[src/rtl/core/assert_macros.svh]
// Assertion helpers shared by the RTL.
`ifndef ASSERT_MACROS_SVH
`define ASSERT_MACROS_SVH

// Clocked implication, off while reset is held.
`define ASSERT_IMPLY(label, clk, rst_n, ante, cons, msg) \
    label: assert property (@(posedge clk) disable iff (!rst_n) (ante) |-> (cons)) \
        else $error(msg);

// Clocked property that also holds through reset.
`define ASSERT_ALWAYS(label, clk, prop, msg) \
    label: assert property (@(posedge clk) prop) else $error(msg);

`endif

[src/rtl/core/qrs_pkg.sv]
package qrs_pkg;

    localparam int QUEUE_DEPTH = 4;

    localparam logic [1:0] KIND_REPEATED = 2'd0;
    localparam logic [1:0] KIND_DISTINCT = 2'd1;
    localparam logic [1:0] KIND_COMPLEX  = 2'd2;
    localparam logic [1:0] KIND_A_ZERO   = 2'd3;

    // square root of {|D|, 16 zero bits}
    localparam int RAD_W    = 50;
    localparam int SQ_STEPS = RAD_W / 2;
    localparam int REM_W    = 29;
    // |N| * 2^8 over |2a|
    localparam int DIVD_W   = 34;
    localparam int DIVS_W   = 17;

    typedef struct packed {
        logic signed [15:0] coef_a;
        logic signed [15:0] coef_b;
        logic signed [15:0] coef_c;
    } t_in;

    typedef struct packed {
        logic        [1:0]  root_kind;
        logic signed [31:0] first_value;
        logic signed [31:0] second_value;
        logic               saturated;
    } t_out;

    typedef struct packed {
        logic signed [15:0] a;
        logic signed [15:0] b;
        logic signed [31:0] bb;
        logic signed [31:0] ac;
    } t_prod;

endpackage

[src/rtl/core/qrs_front.sv]
module qrs_front (
    input  logic          i_clk,
    input  logic          i_rst_n,
    input  logic          i_push,
    output logic          o_full,
    input  qrs_pkg::t_in  i_item,
    output logic          o_valid,
    input  logic          i_q_full,
    output qrs_pkg::t_prod o_prod
);
    import qrs_pkg::*;

    logic  r_valid;
    t_prod r_prod;
    logic  w_adv;

    assign w_adv   = !r_valid || !i_q_full;
    assign o_full  = !w_adv;
    assign o_valid = r_valid;
    assign o_prod  = r_prod;

    always_ff @(posedge i_clk) begin
        if (!i_rst_n) begin
            r_valid <= 1'b0;
        end else if (w_adv) begin
            r_valid <= i_push;
        end
    end

    always_ff @(posedge i_clk) begin
        if (w_adv && i_push) begin
            r_prod.a  <= i_item.coef_a;
            r_prod.b  <= i_item.coef_b;
            r_prod.bb <= 32'(i_item.coef_b) * 32'(i_item.coef_b);
            r_prod.ac <= 32'(i_item.coef_a) * 32'(i_item.coef_c);
        end
    end

endmodule

[config.mk]
export PLATFORM = sky130hd
export DESIGN_NAME = qrs_front
export DESIGN_NICKNAME = d
export VERILOG_FILES = /design/src/rtl/core/assert_macros.svh /design/src/rtl/core/qrs_pkg.sv /design/src/rtl/core/qrs_front.sv
export SDC_FILE = /design/constraint.sdc
export NUM_CORES = 1
export LEC_CHECK = 0
export ABC_AREA = 1
export ABC_CLOCK_PERIOD_IN_PS = 15780
export BUFFER_PORTS_ARGS = -buffer_cell sky130_fd_sc_hd__buf_4
export CAP_MARGIN = 20
export CORE_AREA = 2 2 222 224
export CTS_CLUSTER_DIAMETER = 150
export DETAILED_ROUTE_END_ITERATION = 12
export DIE_AREA = 0 0 224 226
export PLACE_DENSITY_LB_ADDON = 0.12
export SLEW_MARGIN = 20
export SYNTH_ARGS = -nofsm -noshare
export SYNTH_HDL_FRONTEND = slang
export SYNTH_SLANG_ARGS = --single-unit
[constraint.sdc]
create_clock -name i_clk -period 15.78 [get_ports i_clk]
set_input_delay 3.156 -clock i_clk [delete_from_list [all_inputs] [get_ports i_clk]]
set_output_delay 3.156 -clock i_clk [all_outputs]
set_load 0.05 [all_outputs]
==> results.md <==
- Post-synth EDFFs: 94
- Rel. slew slack: 38.2%
- Chip Width: 224 um
- Met2 WL post-DR: 33,800 um
- H-tree lvl count: 3
- Post-DP HPWL: 52,100 um
- CP Capture Type: flop
- Synth cell types: 35
- Final net count: 3,617
- Yosys warns: 0
- GP Congestion: 0.952
- Clk sinks: 95
- Post-Syn Area: 23,400 um2
- Async set or reset register ratio after synthesis: 0%
- Worst-Margin Slew: 927 ps
- Minimum clock period: 8470 ps
- FF-to-FF End: o_prod[57]
- Reg2Reg Setup Slack: 13,530 ps
- Outcome: complete, no violations
- Worst Setup SP: i_item[47]
- Grt ovf: 0
- Layout cells sized above 1: 6.89%
- Clock Tree Buf Depth: 2
- CP arrival: 8640 ps
- #FFs+latches synth: 95
- CTS tree: done
- Clk_lat worst skew: 420 ps
- Vias in the first global route: 19,800
- Worst Path Required: 15,940 ps
- CORE AREA: 48,300 um2
- Post-synth top area cell: fa_1
- Post-CTS sizing: 0
- Worst Reg-to-Reg Cells: 5
- Area delta synth->final: 7.94%
- Critical Path Source Type: input pin
- First-pass GRT wire length: 103,000 um
- Max Cap Viol: 0
- Drt wl/cell: 17.5 um
- Slew Viols, Final: 0
- Post-Syn Nets: 3,547
- Ys flop type: edfxtp_1
- Pre-Repair DR Iteration Count: 5
- Setup TNS: 0 ps
- Crit path max fanout: 17
- Root Driver: clkbuf_16
- Area contributors post-synth: fa_1 (42%), inv_1 (14%), edfxtp_1 (12%), nand2_1 (11%), ha_1 (9.2%)
- Synth top cells by count: inv_1 (894), nand2_1 (708), fa_1 (496), ha_1 (173), edfxtp_1 (94)
- Starting Density: 48.4%
- Cts hold-fix bufs: 0
- Via count: 17,500
- Antenna Violating Nets Remaining: 0
- Remaining routing DRC violations: 0
- HP Class: flop to flop
- # setup viols final: 0
- Met3 wire len: 2080 um
- Syn Inst Count: 2,826
- Final period util: 53.7%
- Vias/cell: 4.97
- Met1 WL: 23,100 um
- Fmax: 0.118 GHz
- CTS buffer count: 9
- DRT Wirelength: 61,600 um
- Reg2Reg Launch Point: o_valid
- Max Used Layer: met4
- Initial antenna violation count: 0
- Postcts setup bufs: 0
- Site Rows: 81
- Fin. Hold Viols: 0
- Synth Area per Inst: 8.29 um2
- I/O pin total: 150
- Worst clock skew: 26.8 ps
- Fillers: 4,630
- Die height: 226 um
- WS Path Type: input pin to flop
- Seq/Total Area, Yosys: 12.1%
- Total Routing Usage GR: 26.6%
- Largest net degree at the start of global routing: 60
- Worst setup endpoint: o_prod[24]
- Post-synth top area share: 42.4%
- Dominant cell by count in the synthesized netlist: inv_1
- Die ar.: 50,600 um2
- Ant diodes: 0
- Starting DRT DRC Count: 805
- Worst-path clk slew: 80 ps
- Number of buffers added on ports: 148
- Unrepaired setup endpoints after global routing: no
## state kept, by name, summed over array words and instances, names as in the netlist
| name | cells |
|---|---|
| o_prod | 94 |
| o_valid | 1 |
## cell families after synthesis
family / after synthesis / synth area share (%)
buffers and inverters: 989 / 15.9
xor gates and xnor gates: 51 / 1.91
AOI/OAI and AO/OA: 97 / 2.35
and+or+nand+nor: 924 / 16.1
DFF: 95 / 12.1
other: 1 / 0.0160
adders and majority gates: 669 / 51.7
## cell type report
cell class / instances / area (um2) / area share [%]
clock buffer: 10 / 229 / 0.906
multi-input combinational: 1742 / 16900 / 66.7
clock inverter: 6 / 67.6 / 0.267
inverter: 898 / 3370 / 13.3
timing repair buffer: 150 / 1130 / 4.46
tap: 622 / 778 / 3.08
sequential: 95 / 2840 / 11.2
## stage by stage
stage	std cells	utilization (%)	hold slack, ps	cell area, um2	setup slack [ps]
global route	3523	52.3	520	25300	7000
detailed placement	3507	51.7	482	25000	6900
CTS	3523	52.3	492	25300	7350
finish	3523	52.3	490	25300	7310
floorplan	2826	-	707	23400	7290
global placement	3507	51.7	473	25000	6940
## per-layer routing
layer | up-vias | track usage, %
li1 | 8173 | -
met1 | 8800 | 29.8
met2 | 395 | 51.2
met3 | 135 | 2.82
met4 | 0 | 11.1
met5 | - | 0
## worst max-delay path: stages
cell,delay [ps]
buf_4,180
nand2_1,130
inv_1,90
fa_1,650
fa_1,900
inv_1,120
fa_1,430
fa_1,540
inv_1,50
fa_1,530
inv_1,50
fa_1,470
inv_1,40
ha_1,370
nand2_1,140
nor2_1,220
inv_1,60
nor2_1,140
nand4_1,170
nand4_1,130
nand2_1,60
## layout by cell type, fill, tap and decap left out, drive strengths merged
cell / synthesis / layout
clkbuf: 88 / 10
dfxtp: 1 / 1
a21o: 3 / 3
xor2: 44 / 44
conb: 1 / 1
o21a: 1 / 1
ha: 173 / 173
a31o: 2 / 2
clkinvlp: 0 / 1
nor3: 17 / 17
nand2: 713 / 713
nor4: 1 / 1
nand3b: 5 / 5
buf: 3 / 150
a21oi: 55 / 55
o21ai: 19 / 19
clkinv: 1 / 3
bufinv: 0 / 1
a21boi: 2 / 2
inv: 897 / 899
or2: 8 / 8
nand4: 22 / 22
nand3: 70 / 70
xnor2: 7 / 7
fa: 496 / 496
edfxtp: 94 / 94
o21bai: 15 / 15
nor2: 88 / 88
## worst min-delay path by stage
stage	start	to	slack, ps	cells past startpoint
after global routing	o_valid	o_valid	520	2
after global placement	o_valid	o_valid	470	2
final	o_valid	o_valid	490	2
after floorplan	o_valid	o_valid	710	2
after detailed placement	o_valid	o_valid	480	2
after CTS	o_valid	o_valid	490	2
Power is left out: the tool's default activity adds up to more than one toggle a clock period on the data nets, which glitch-free logic cannot reach.
