`src/rtl/core/assert_macros.svh`:
```
// Assertion helpers shared by the RTL.
`ifndef ASSERT_MACROS_SVH
`define ASSERT_MACROS_SVH

// Clocked implication, off while reset is held.
`define ASSERT_IMPLY(label, clk, rst_n, ante, cons, msg) \
    label: assert property (@(posedge clk) disable iff (!rst_n) (ante) |-> (cons)) \
        else $error(msg);

// Clocked property that also holds through reset.
`define ASSERT_ALWAYS(label, clk, prop, msg) \
    label: assert property (@(posedge clk) prop) else $error(msg);

`endif

```
`src/rtl/core/qrs_pkg.sv`:
```
package qrs_pkg;

    localparam int QUEUE_DEPTH = 4;

    localparam logic [1:0] KIND_REPEATED = 2'd0;
    localparam logic [1:0] KIND_DISTINCT = 2'd1;
    localparam logic [1:0] KIND_COMPLEX  = 2'd2;
    localparam logic [1:0] KIND_A_ZERO   = 2'd3;

    // square root of {|D|, 16 zero bits}
    localparam int RAD_W    = 50;
    localparam int SQ_STEPS = RAD_W / 2;
    localparam int REM_W    = 29;
    // |N| * 2^8 over |2a|
    localparam int DIVD_W   = 34;
    localparam int DIVS_W   = 17;

    typedef struct packed {
        logic signed [15:0] coef_a;
        logic signed [15:0] coef_b;
        logic signed [15:0] coef_c;
    } t_in;

    typedef struct packed {
        logic        [1:0]  root_kind;
        logic signed [31:0] first_value;
        logic signed [31:0] second_value;
        logic               saturated;
    } t_out;

    typedef struct packed {
        logic signed [15:0] a;
        logic signed [15:0] b;
        logic signed [31:0] bb;
        logic signed [31:0] ac;
    } t_prod;

endpackage

```
`src/rtl/core/qrs_fifo.sv`:
```
module qrs_fifo #(
    parameter int DEPTH = qrs_pkg::QUEUE_DEPTH
) (
    input  logic           i_clk,
    input  logic           i_rst_n,
    input  logic           i_wr,
    input  qrs_pkg::t_prod i_wdata,
    output logic           o_full,
    input  logic           i_rd,
    output qrs_pkg::t_prod o_rdata,
    output logic           o_empty
);
    import qrs_pkg::*;

    localparam int AW = (DEPTH > 1) ? $clog2(DEPTH) : 1;
    localparam int CW = $clog2(DEPTH + 1);

    t_prod          r_mem [DEPTH];
    logic [AW-1:0]  r_wptr;
    logic [AW-1:0]  r_rptr;
    logic [CW-1:0]  r_cnt;
    logic           w_wr;
    logic           w_rd;

    assign o_full  = (r_cnt == CW'(DEPTH));
    assign o_empty = (r_cnt == '0);
    assign w_wr    = i_wr && !o_full;
    assign w_rd    = i_rd && !o_empty;
    assign o_rdata = r_mem[r_rptr];

    always_ff @(posedge i_clk) begin
        if (!i_rst_n) begin
            r_wptr <= '0;
            r_rptr <= '0;
            r_cnt  <= '0;
        end else begin
            if (w_wr) begin
                r_wptr <= (r_wptr == AW'(DEPTH - 1)) ? '0 : r_wptr + 1'b1;
            end
            if (w_rd) begin
                r_rptr <= (r_rptr == AW'(DEPTH - 1)) ? '0 : r_rptr + 1'b1;
            end
            if (w_wr && !w_rd) begin
                r_cnt <= r_cnt + 1'b1;
            end else if (w_rd && !w_wr) begin
                r_cnt <= r_cnt - 1'b1;
            end
        end
    end

    always_ff @(posedge i_clk) begin
        if (w_wr) begin
            r_mem[r_wptr] <= i_wdata;
        end
    end

endmodule

```
`config.mk`:
```
export PLATFORM = sky130hd
export DESIGN_NAME = qrs_fifo
export DESIGN_NICKNAME = d
export VERILOG_FILES = /design/src/rtl/core/assert_macros.svh /design/src/rtl/core/qrs_pkg.sv /design/src/rtl/core/qrs_fifo.sv
export SDC_FILE = /design/constraint.sdc
export NUM_CORES = 1
export LEC_CHECK = 0
export BUFFER_PORTS_ARGS = -buffer_cell sky130_fd_sc_hd__clkbuf_2
export CAP_MARGIN = 30
export CORE_UTILIZATION = 50
export CTS_CLUSTER_SIZE = 14
export DETAILED_ROUTE_END_ITERATION = 8
export PLACE_DENSITY = 0.74
export SYNTH_ARGS = -nofsm -noshare
export SYNTH_HDL_FRONTEND = slang
export SYNTH_SLANG_ARGS = --single-unit
```
`constraint.sdc`:
```
create_clock -name i_clk -period 3.4 [get_ports i_clk]
set_input_delay 0.51 -clock i_clk [delete_from_list [all_inputs] [get_ports i_clk]]
set_output_delay 0.51 -clock i_clk [all_outputs]
set_load 0.01 [all_outputs]
```
==> run summary, run 1 <==
### Outcome
* finished clean — outcome

### CTS
* built — clock tree from TritonCTS
* 0.53 ns — clock insertion delay at the later pin of the skew report
* 3 — number of buffers on the longest clock path
* 393 — number of sinks handled by clock tree synthesis
* 2 — htree depth
* 0 — Post-CTS Hold Buffers
* 0.06 ns — Clock Pin Slew Worst Setup and Hold Paths
* 0 — Post-CTS Setup Bufs
* 39 — cts bufs inserted
* sky130_fd_sc_hd__clkbuf_16 — CTS root buffer
* 0 — Post-CTS Resized

### Critical path
* 0.90 ns — register-to-register path setup slack
* 2.31 ns — CP Data Arrival Time
* 2.89 ns — data required time at the worst endpoint
* flip-flop — nature of the critical path startpoint
* flip-flops — crit-path leading delay family
* r_cnt[0]$_SDFFE_PN0P_ — Worst R2R Start
* r_cnt[2]$_SDFFE_PN0P_ — r2r endpoint
* 46 — crit path max fanout
* output pin — Critical Path End Type
* buf_12, mux4_2, clkbuf_2 — cells along the critical path
* 0.61 ns — Slowest Stage Delay on Critical Path
* sky130_fd_sc_hd__dfxtp_4 — slowest library cell on the worst path
* 2 — worst path buffer plus inverter count
* flip-flop to output pin — Worst Path Class, Setup
* 8 — Worst Reg2Reg Path Length in Cells

### Timing
* 0.0147 ns — worst clock skew on the final layout
* 0.829 — period utilization
* 0 — final setup violating endpoints
* 0 ns — setup TNS
* no — unrepaired setup endpoints after global routing
* 0.521 — Max transition margin
* 0 — final number of max-transition violations
* 0.719 ns — Least-Margin Pin Slew
* 2.82 ns — Final min period
* 0 — hold violation total from the final report
* 0.355 GHz — maximum clock frequency

### Placed design
* 197 — number of I/O port buffers
* 17,300 µm — detailed-placement wirelength estimate
* 1,119 — placed cell count
* 0.737 — RD Place Congestion

### GRT
* 6,999 — number of global-route vias before repair
* 40,900 µm — global-route wire length before repair
* 0 — Overflow after GRT
* 0.189 — all-layer global routing usage
* 47 — pin count of the biggest net entering global routing
* 4 — number of antenna violations at the first check in global routing

### Yosys
* 660 — number of nets produced by synthesis
* sky130_fd_sc_hd__edfxtp_1 — leading register cell type out of synthesis
* 0.00663 — adder-cell share of the synthesized area
* 384 — number of enable flip-flop cells after synthesis
* 25 — number of distinct library cell variants in the gate-level netlist after synthesis
* 0 — Yosys warnings
* 393 — flip-flop and latch count after synthesis
* 0.817 — share of synthesized area occupied by flip-flops and latches
* 0.00716 — post-synthesis simple-gate area fraction
* 0.00122 — XOR/XNOR Fraction of Synth Area
* 0.153 — mux cell area share after synthesis
* 0.805 — top cell type's share of synthesized area
* sky130_fd_sc_hd__edfxtp_1 — cell taking the most area after synthesis
* 14,300 µm² — summed instance area of the synthesized netlist
* sky130_fd_sc_hd__edfxtp_1 (80%), sky130_fd_sc_hd__mux4_2 (15%), sky130_fd_sc_hd__dfxtp_1 (1.3%) — largest cells by area after synthesis
* 553 — cell count after synthesis
* 25.9 µm² — Mapped Avg Cell Area
* 0.00210 — area fraction in compound gates after synthesis
* sky130_fd_sc_hd__edfxtp_1 (384), sky130_fd_sc_hd__mux4_2 (96), sky130_fd_sc_hd__buf_2 (11) — top post-synthesis cells by count
* multiplexers — dominant combinational cell family by area after synthesis
* sky130_fd_sc_hd__edfxtp_1 — most frequent cell after synthesis
* 0 — asr flop ratio synth

### Floorplanning
* 61 — number of cell rows
* 29,300 µm² — Die Area
* 28,000 µm² — placeable core region
* 0.512 — Starting Density
* 198 — number of I/O pins
* 171 µm — Die Height
* 171 µm — horizontal die dimension

### Power
* 0.000722 V — Max rail drop VDD
* 759 nW/µm² — power per unit of standard cell area
* 0.214 — Logic pwr share
* 0.260 — switching share of power
* 9590 µW — internal power
* 0.473 — sequential share of power
* 0.314 — proportion of power drawn by the clock network
* 3370 µW — power spent charging and discharging nets
* 0.00575 µW — Pleak

### Min path
* i_wdata[67] — min-delay src
* r_mem[0][67]$_DFFE_PP_ — worst min-delay path endpoint
* input pin to flip-flop — worst min-delay path class
* 1 — Worst Hold Depth

### Final layout
* 0.452 — ratio of cells with drive above 1 in the final layout
* 19.1% — synth-to-layout area growth
* 1,188 — post-route non-filler standard cell count
* 889 — number of nets in the layout
* 1,949 — fill cell instance count of the final layout

### Drt
* 6,597 — number of vias after detailed routing
* 538 — DRT iter0 DRCs
* 5 — Pre-antenna DRT Iters
* 0 — Antenna Nets Post-Route
* 5.55 — DR vias/cell
* 27,300 µm — total detailed-routing wirelength
* 22.9 µm — detail-routed net length per standard cell
* 0 — number of DRC violations after detailed routing

### Run
* 0 — Max Cap Viol

-- metal layers --
layer | part of all wire | track usage | vias to the layer above
li1 | - | - | 2830
met3 | 0.086 | 0.0610 | 48
met1 | 0.43 | 0.263 | 3465
met4 | 0.024 | 0.0571 | 4
met2 | 0.46 | 0.289 | 250
met5 | 0.0013 | 0 | -
-- registers in the layout, indices dropped and copies added (netlist names), named ones only --
signal,flops
r_cnt,3
r_mem,384
r_rptr,2
r_wptr,2
-- worst max-delay path by stage --
stage / start / endpoint / depth (start not counted)
global route: flip-flop / o_rdata[72] / 3
detailed placement: i_wr / r_cnt[2]$_SDFFE_PN0P_ / 8
finish: flip-flop / o_rdata[72] / 3
CTS: flip-flop / o_rdata[72] / 3
floorplan: r_cnt[0]$_SDFFE_PN0P_ / r_mem[0][0]$_DFFE_PP_ / 4
global placement: i_wr / r_cnt[2]$_SDFFE_PN0P_ / 8
-- kinds of logic after synthesis --
group / count (synthesis)
muxes: 99
DFF: 393
AOI/OAI and AO/OA: 5
buffers and inverters: 27
xor gates and xnor gates: 2
adders and majority gates: 7
and+or+nand+nor: 20
-- through the flow --
stage               hold slack (ns)  utilization  cell area (µm²)  setup WS, ns  power, µW
floorplan                     0.468            -            14300         0.853       7960
global placement              0.481        0.566            15900          1.03       8950
detailed placement            0.505        0.566            15900         0.891       9060
CTS                           0.183        0.609            17100         0.514      13100
global route                  0.192        0.609            17100         0.419      13500
finish                        0.202        0.610            17100         0.580      13000
-- cells in the final DEF, fill, tap and decap left out, types with 3 or more instances in the layout --
| cell type | n |
|---|---|
| sky130_fd_sc_hd__inv_1 | 3 |
| sky130_fd_sc_hd__clkbuf_16 | 39 |
| sky130_fd_sc_hd__o21ai_0 | 3 |
| sky130_fd_sc_hd__nand2_1 | 6 |
| sky130_fd_sc_hd__buf_4 | 6 |
| sky130_fd_sc_hd__mux2i_1 | 3 |
| sky130_fd_sc_hd__buf_12 | 9 |
| sky130_fd_sc_hd__mux4_2 | 96 |
| sky130_fd_sc_hd__clkinv_1 | 5 |
| sky130_fd_sc_hd__dfxtp_1 | 7 |
| sky130_fd_sc_hd__edfxtp_1 | 384 |
| sky130_fd_sc_hd__ha_1 | 6 |
| sky130_fd_sc_hd__clkinv_2 | 4 |
| sky130_fd_sc_hd__and2_4 | 4 |
| sky130_fd_sc_hd__clkbuf_1 | 11 |
| sky130_fd_sc_hd__clkbuf_2 | 197 |
| sky130_fd_sc_hd__bufinv_16 | 3 |
-- power groups by stage --
stage | clock network, µW | logic (µW) | registers (µW)
detailed placement | 0 | 2820 | 6230
global route | 4310 | 2990 | 6180
CTS | 4130 | 2830 | 6140
floorplan | 0 | 1860 | 6100
finish | 4070 | 2770 | 6130
global placement | 0 | 2770 | 6180
-- cell type report --
| class | count | area (µm²) | area share |
|---|---|---|---|
| Sequential cell | 393 | 11700 | 0.686 |
| Multi-Input combinational cell | 133 | 2450 | 0.143 |
| Timing Repair Buffer | 212 | 1210 | 0.0709 |
| Clock buffer | 51 | 1030 | 0.0604 |
| Tap cell | 378 | 473 | 0.0277 |
| Clock inverter | 16 | 178 | 0.0104 |
| Inverter | 3 | 11.3 | 0.000659 |
| Antenna cell | 2 | 5.00 | 0.000293 |
Note: power is estimated with default switching activity, not from simulation.
==> run 2, diff against run 1 <==
- clock period: 3.4 -> 2.5 ns (I/O delays scaled with it)
==> run 2 against run 1 <==
Against the previous run:
- via count is 1.5% lower
- hold slack worse by 0.13 ns
- power is 33% higher
- cell count is 0.67% higher
- global-route usage is 0.81 points lower
- sequential power is 34% higher
- utilization is 0.24 points higher
- die area stayed put
- setup slack worse by 0.48 ns
- first-iteration DRC count is 18% lower
- combinational power is 41% higher
- clock skew hardly changed
- critical path type unchanged
==> run summary, run 2 (synthesis results as in run 1) <==
### Outcome
* finished clean — outcome

### Critical path
* 39 — crit path max fanout, -15%
* 2.12 ns — data required time at the worst endpoint, -0.77 ns
* multiplexers — crit-path leading delay family
* sky130_fd_sc_hd__mux4_2 — slowest library cell on the worst path
* 0.58 ns — Slowest Stage Delay on Critical Path, -0.03 ns
* flip-flop — nature of the critical path startpoint
* 2.02 ns — CP Data Arrival Time, -0.29 ns
* output pin — Critical Path End Type
* 2 — worst path buffer plus inverter count, unchanged
* flip-flop to output pin — Worst Path Class, Setup
* buf_12, mux4_2, clkbuf_2 — cells along the critical path

### GRT
* 0.181 — all-layer global routing usage, -0.00807
* 39,100 µm — global-route wire length before repair, -4.4%
* 1 — number of antenna violations at the first check in global routing, -3
* 58 — pin count of the biggest net entering global routing, +23%
* 7,027 — number of global-route vias before repair, +0.40%
* 0 — Overflow after GRT, unchanged

### Final layout
* sky130_fd_sc_hd__edfxtp_1 (384), sky130_fd_sc_hd__clkbuf_2 (197), sky130_fd_sc_hd__mux4_2 (96) — highest-count cells in the layout ignoring fill and taps
* r_mem: 384 flops, r_cnt: 3 flops — registers with the most flip-flops
* 0.612 — share of the core filled with cells, +0.00241
* r_mem — Largest Register
* sky130_fd_sc_hd__edfxtp_1 — most common library cell in the layout ignoring fill and taps
* 1,196 — post-route non-filler standard cell count, +0.67%
* 19.6% — synth-to-layout area growth
* 0.453 — ratio of cells with drive above 1 in the final layout, +0.00114
* 384 — flip-flop count of the largest register, all copies and words added, unchanged
* 895 — number of nets in the layout, +0.67%

### Drt
* 5.43 — DR vias/cell, -2.1%
* 26,100 µm — total detailed-routing wirelength, -4.3%
* 4 — Pre-antenna DRT Iters, -1
* 6,499 — number of vias after detailed routing, -1.5%
* 0 — number of DRC violations after detailed routing, unchanged
* 21.8 µm — detail-routed net length per standard cell, -5.0%
* 0 — Antenna Nets Post-Route, unchanged
* 441 — DRT iter0 DRCs, -18%

### CTS
* sky130_fd_sc_hd__clkbuf_16 — CTS root buffer
* 0.06 ns — Clock Pin Slew Worst Setup and Hold Paths, about the same
* 39 — cts bufs inserted, unchanged
* 0 — Post-CTS Hold Buffers, unchanged
* 3 — number of buffers on the longest clock path, unchanged
* built — clock tree from TritonCTS
* 2 — htree depth, unchanged
* 393 — number of sinks handled by clock tree synthesis, unchanged
* 0 — Post-CTS Setup Bufs, unchanged
* 0.52 ns — clock insertion delay at the later pin of the skew report, about the same

### Power
* 0.00578 µW — Pleak, +0.54%
* 1010 nW/µm² — power per unit of standard cell area, +33%
* 0.000665 V — Max rail drop VDD, -7.8%

### Timing
* 0.726 — Max transition margin, +0.205
* 0.0148 ns — worst clock skew on the final layout, +0.0000787 ns
* 0 — final setup violating endpoints, unchanged
* 0.960 — period utilization
* 2.40 ns — Final min period
* 0 — final number of max-transition violations, unchanged
* 0.0702 ns — Fin Hold WS, -0.132 ns
* 0.411 ns — Least-Margin Pin Slew, -0.308 ns
* 0 — hold violation total from the final report, unchanged
* no — unrepaired setup endpoints after global routing
* 0.417 GHz — maximum clock frequency

### Floorplanning
* 198 — number of I/O pins, unchanged
* 29,300 µm² — Die Area, unchanged
* 171 µm — horizontal die dimension, unchanged
* 28,000 µm² — placeable core region, unchanged
* 171 µm — Die Height, unchanged
* 0.512 — Starting Density, unchanged
* 61 — number of cell rows, unchanged

### Placed design
* 1,124 — placed cell count, +0.45%
* 197 — number of I/O port buffers, unchanged
* 0.726 — RD Place Congestion, -1.5%
* 16,000 µm — detailed-placement wirelength estimate, -7.1%

### Run
* 0 — Max Cap Viol, unchanged

### Min path
* input pin to flip-flop — worst min-delay path class

## run 2: worst register-to-register path: stages, from the launching register on
cell and delay, ns:
sky130_fd_sc_hd__dfxtp_1 0.38, sky130_fd_sc_hd__o31ai_1 0.39, sky130_fd_sc_hd__ha_1 0.27, sky130_fd_sc_hd__inv_1 0.07, sky130_fd_sc_hd__fa_1 0.39, sky130_fd_sc_hd__xor2_1 0.17, sky130_fd_sc_hd__or3_1 0.31, sky130_fd_sc_hd__a21boi_0 0.16
## run 2: what timing repair did
| item | in CTS | in global routing |
|---|---|---|
| setup endpoints to repair | 3 | 18 |
| resized for setup | 1 | 0 |
| gates cloned | 0 | 1 |
## run 2: cell type report
class                           count  area [µm²]
Timing Repair Buffer              218        1370
Tap cell                          378         473
Multi-Input combinational cell    133        2450
Clock buffer                       42         987
Fill cell                        1949       10900
Sequential cell                   393       11700
Clock inverter                     28         134
Inverter                            3        11.3
Antenna cell                        1        2.50
## run 2: worst paths after layout
check                    startpoint                      to  slack, ns  depth (start not counted)
min reg2reg  r_wptr[1]$_SDFFE_PN0P_  r_wptr[1]$_SDFFE_PN0P_       0.50                          2
min                     i_wdata[52]  r_mem[3][52]$_DFFE_PP_       0.07                          1
max reg2reg   r_cnt[0]$_SDFFE_PN0P_   r_cnt[2]$_SDFFE_PN0P_       0.29                          7
max                       flip-flop             o_rdata[41]       0.10                          3
## run 2: where the power goes
group	internal, µW	switching [µW]	leakage, µW
combinational	1900	2010	0.00163
clock	2850	2270	0.000556
sequential	8020	216	0.00359
## run 2: through the flow
| step | total power [µW] | setup WS [ns] | TNS [ns] | instance area (µm²) |
|---|---|---|---|---|
| final | 17300 | 0.101 | 0 | 17100 |
| after global routing | 18000 | 0.0183 | 0 | 17100 |
| after CTS | 17400 | 0.00842 | 0 | 17100 |
| after detailed placement | 12300 | 0.324 | 0 | 16000 |
| after global placement | 12200 | 0.500 | 0 | 16000 |
| after floorplan | 10800 | -0.0469 | -18.01 | 14300 |
## run 2: routing by layer
metal / vias up / GRT usage / share of wire / wire length [µm]
met4: 0 / 0.0509 / 0.015 / 397
li1: 2852 / - / - / -
met5: - / 0 / 0 / 0
met1: 3407 / 0.228 / 0.40 / 10500
met3: 34 / 0.0467 / 0.069 / 1800
met2: 206 / 0.312 / 0.51 / 13400
==> run 3, diff against run 2 <==
- PLACE_DENSITY: 0.74 -> 0.71
- clock period: 2.5 -> 2.3 ns (I/O delays scaled with it)
==> run 3 against run 2 <==
Against the previous run:
- the run now ends with setup timing left
- setup slack got worse by 0.11 ns
- global-route usage decreased by 0.55 points
- largest cell class unchanged
- cell count grew 0.59%
- via count grew 0.85%
- count of clock-buffer cells in the layout rose by 8
- power up 15%
- sequential share of layout area fell by 0.97 points
- cell area grew 1.5%
==> run summary, run 3 (synthesis results as in run 1) <==
### Floorplanning
* 0.512 — Starting Density, unchanged
* 61 — number of cell rows, unchanged
* 29,300 µm² — Die Area, unchanged
* 198 — number of I/O pins, unchanged
* 171 µm — horizontal die dimension, unchanged
* 28,000 µm² — placeable core region, unchanged
* 171 µm — Die Height, unchanged

### Final layout
* sky130_fd_sc_hd__edfxtp_1 — most common library cell in the layout ignoring fill and taps
* 21.4% — synth-to-layout area growth
* r_mem — Largest Register
* r_mem: 384 flops, r_cnt: 3 flops — registers with the most flip-flops
* 903 — number of nets in the layout, +0.89%
* sky130_fd_sc_hd__edfxtp_1 (384), sky130_fd_sc_hd__clkbuf_2 (197), sky130_fd_sc_hd__mux4_2 (96) — highest-count cells in the layout ignoring fill and taps
* 17,400 µm² — total non-filler cell area in the finished layout, +1.5%
* 1,918 — fill cell instance count of the final layout, -1.6%
* 384 — flip-flop count of the largest register, all copies and words added, unchanged
* 0 — n_diodes, -1
* 0.468 — ratio of cells with drive above 1 in the final layout, +0.0150

### CTS
* built — clock tree from TritonCTS
* 393 — number of sinks handled by clock tree synthesis, unchanged
* 2 — htree depth, unchanged
* 41 — cts bufs inserted, +5.1%
* 3 — number of buffers on the longest clock path, unchanged
* sky130_fd_sc_hd__clkbuf_16 — CTS root buffer
* 0.51 ns — clock insertion delay at the later pin of the skew report, about the same
* 0 — Post-CTS Hold Buffers, unchanged
* 0.06 ns — Clock Pin Slew Worst Setup and Hold Paths, about the same

### Critical path
* r_cnt[1]$_SDFFE_PN0P_ — Worst R2R Start
* buffers and inverters — crit-path leading delay family
* r_cnt[2]$_SDFFE_PN0P_ — r2r endpoint
* 3 — worst path buffer plus inverter count, +1
* flip-flop to output pin — Worst Path Class, Setup
* flip-flop — nature of the critical path startpoint
* 4 — CP Depth, +1
* 0.12 ns — register-to-register path setup slack, -0.17 ns
* 1.97 ns — CP Data Arrival Time, -0.05 ns
* 8 — crit path max fanout, -79%
* sky130_fd_sc_hd__mux4_2 — slowest library cell on the worst path
* 7 — Worst Reg2Reg Path Length in Cells, unchanged
* output pin — Critical Path End Type
* 0.51 ns — Slowest Stage Delay on Critical Path, -0.07 ns
* buf_4, clkbuf_16, mux4_2, clkbuf_2 — cells along the critical path
* 1.96 ns — data required time at the worst endpoint, -0.16 ns

### GRT
* 38,300 µm — global-route wire length before repair, -2.0%
* 0.176 — all-layer global routing usage, -0.00548
* 0 — number of antenna violations at the first check in global routing, -1
* 0 — Overflow after GRT, unchanged
* 77 — pin count of the biggest net entering global routing, +33%
* 7,092 — number of global-route vias before repair, +0.93%

### Min path
* input pin to flip-flop — worst min-delay path class
* i_wdata[18] — min-delay src
* 1 — Worst Hold Depth, unchanged
* r_mem[0][18]$_DFFE_PP_ — worst min-delay path endpoint

### Placed design
* 197 — number of I/O port buffers, unchanged
* 15,900 µm² — Post-DP Area, -0.64%
* 15,300 µm — detailed-placement wirelength estimate, -4.3%
* 0.131 ns — pre-CTS worst setup slack, -0.193 ns
* 0.713 — RD Place Congestion, -1.8%

### Drt
* 522 — DRT iter0 DRCs, +18%
* 6,554 — number of vias after detailed routing, +0.85%
* 0 — Antenna Nets Post-Route, unchanged
* 0 — number of DRC violations after detailed routing, unchanged
* 5.45 — DR vias/cell, +0.26%
* 4 — Pre-antenna DRT Iters, unchanged
* 26,000 µm — total detailed-routing wirelength, -0.13%
* 21.6 µm — detail-routed net length per standard cell, -0.72%

### Run
* 0 — Max Cap Viol, unchanged

### Timing
* 0.432 GHz — maximum clock frequency
* yes — unrepaired setup endpoints after global routing
* 0 — hold violation total from the final report, unchanged
* 0 — final number of max-transition violations, unchanged
* 0.493 ns — Least-Margin Pin Slew, +0.0821 ns
* -0.0123 ns — worst path setup slack after routing, -0.113 ns
* 2.31 ns — Final min period
* 1.01 — period utilization
* 0.0115 ns — worst clock skew on the final layout, -0.00324 ns
* 0.671 — Max transition margin, -0.0547
* 10 — final setup violating endpoints, +10

### Outcome
* complete, but fails checks — outcome
* setup timing — failing checks

### Power
* 0.00592 µW — Pleak, +2.4%
* 1140 nW/µm² — power per unit of standard cell area, +13%
* 0.000729 V — Max rail drop VDD, +9.5%

==> run 3: cell count changes in the layout (fill, tap and decap cells not counted), moves of 4 or more <==
cell	delta
sky130_fd_sc_hd__bufinv_16	+5
sky130_fd_sc_hd__clkinv_1	-10
sky130_fd_sc_hd__clkbuf_1	+4
sky130_fd_sc_hd__buf_12	-8
sky130_fd_sc_hd__clkbuf_16	+6
sky130_fd_sc_hd__buf_4	+9
==> run 3: repair_timing <==
| action | in CTS | in global routing |
|---|---|---|
| endpoints found under the setup margin | 90 | 74 |
| gates cloned | 1 | 4 |
| resized for setup | 1 | 4 |
| setup buffers | 2 | 2 |
| endpoints found under the hold margin | 0 | 0 |
==> run 3: how the worst max path moves through the flow <==
stage                                from                    end  slack, ns
detailed placement  r_cnt[0]$_SDFFE_PN0P_  r_cnt[2]$_SDFFE_PN0P_       0.13
floorplan           r_cnt[0]$_SDFFE_PN0P_  r_mem[0][0]$_DFFE_PP_      -0.25
global route                    flip-flop            o_rdata[57]      -0.09
finish                          flip-flop            o_rdata[38]      -0.01
global placement    r_cnt[0]$_SDFFE_PN0P_  r_cnt[2]$_SDFFE_PN0P_       0.31
CTS                             flip-flop            o_rdata[46]      -0.07
==> run 3: power by group <==
| part | total, µW | internal, µW | switching, µW |
|---|---|---|---|
| combinational | 4450 | 2220 | 2230 |
| sequential | 8960 | 8730 | 236 |
| clock | 6460 | 3960 | 2500 |
| total | 19900 | 14900 | 4970 |
==> run 3: per-stage QoR <==
stage               setup TNS, ns  instances   util  total power (µW)  hold slack [ns]
finish                    -0.0422       1203  0.621             19900           0.0446
detailed placement              0       1122  0.567             13400            0.512
global route                -3.72       1203  0.621             20700           0.0199
global placement                0       1122  0.567             13200            0.480
CTS                         -1.92       1197  0.617             19900           0.0157
floorplan                  -94.81        553      -             11800            0.444
==> run 3: cell type report <==
class,count,area (µm²),share of cell area
flip-flops and latches,393,11700,0.674
repair buffers,224,1400,0.0806
clock inverters,22,236,0.0136
inverters,3,11.3,0.000647
clock buffers,50,1100,0.0634
multi-input cells,133,2450,0.141
well taps,378,473,0.0272
==> run 3: metal layers <==
layer  GRT usage  wire length, µm  vias up
met5           0                0        -
met4      0.0489              469        0
met3      0.0481             1900       42
met2       0.309            13400      213
met1       0.214            10300     3437
li1            -                -     2862
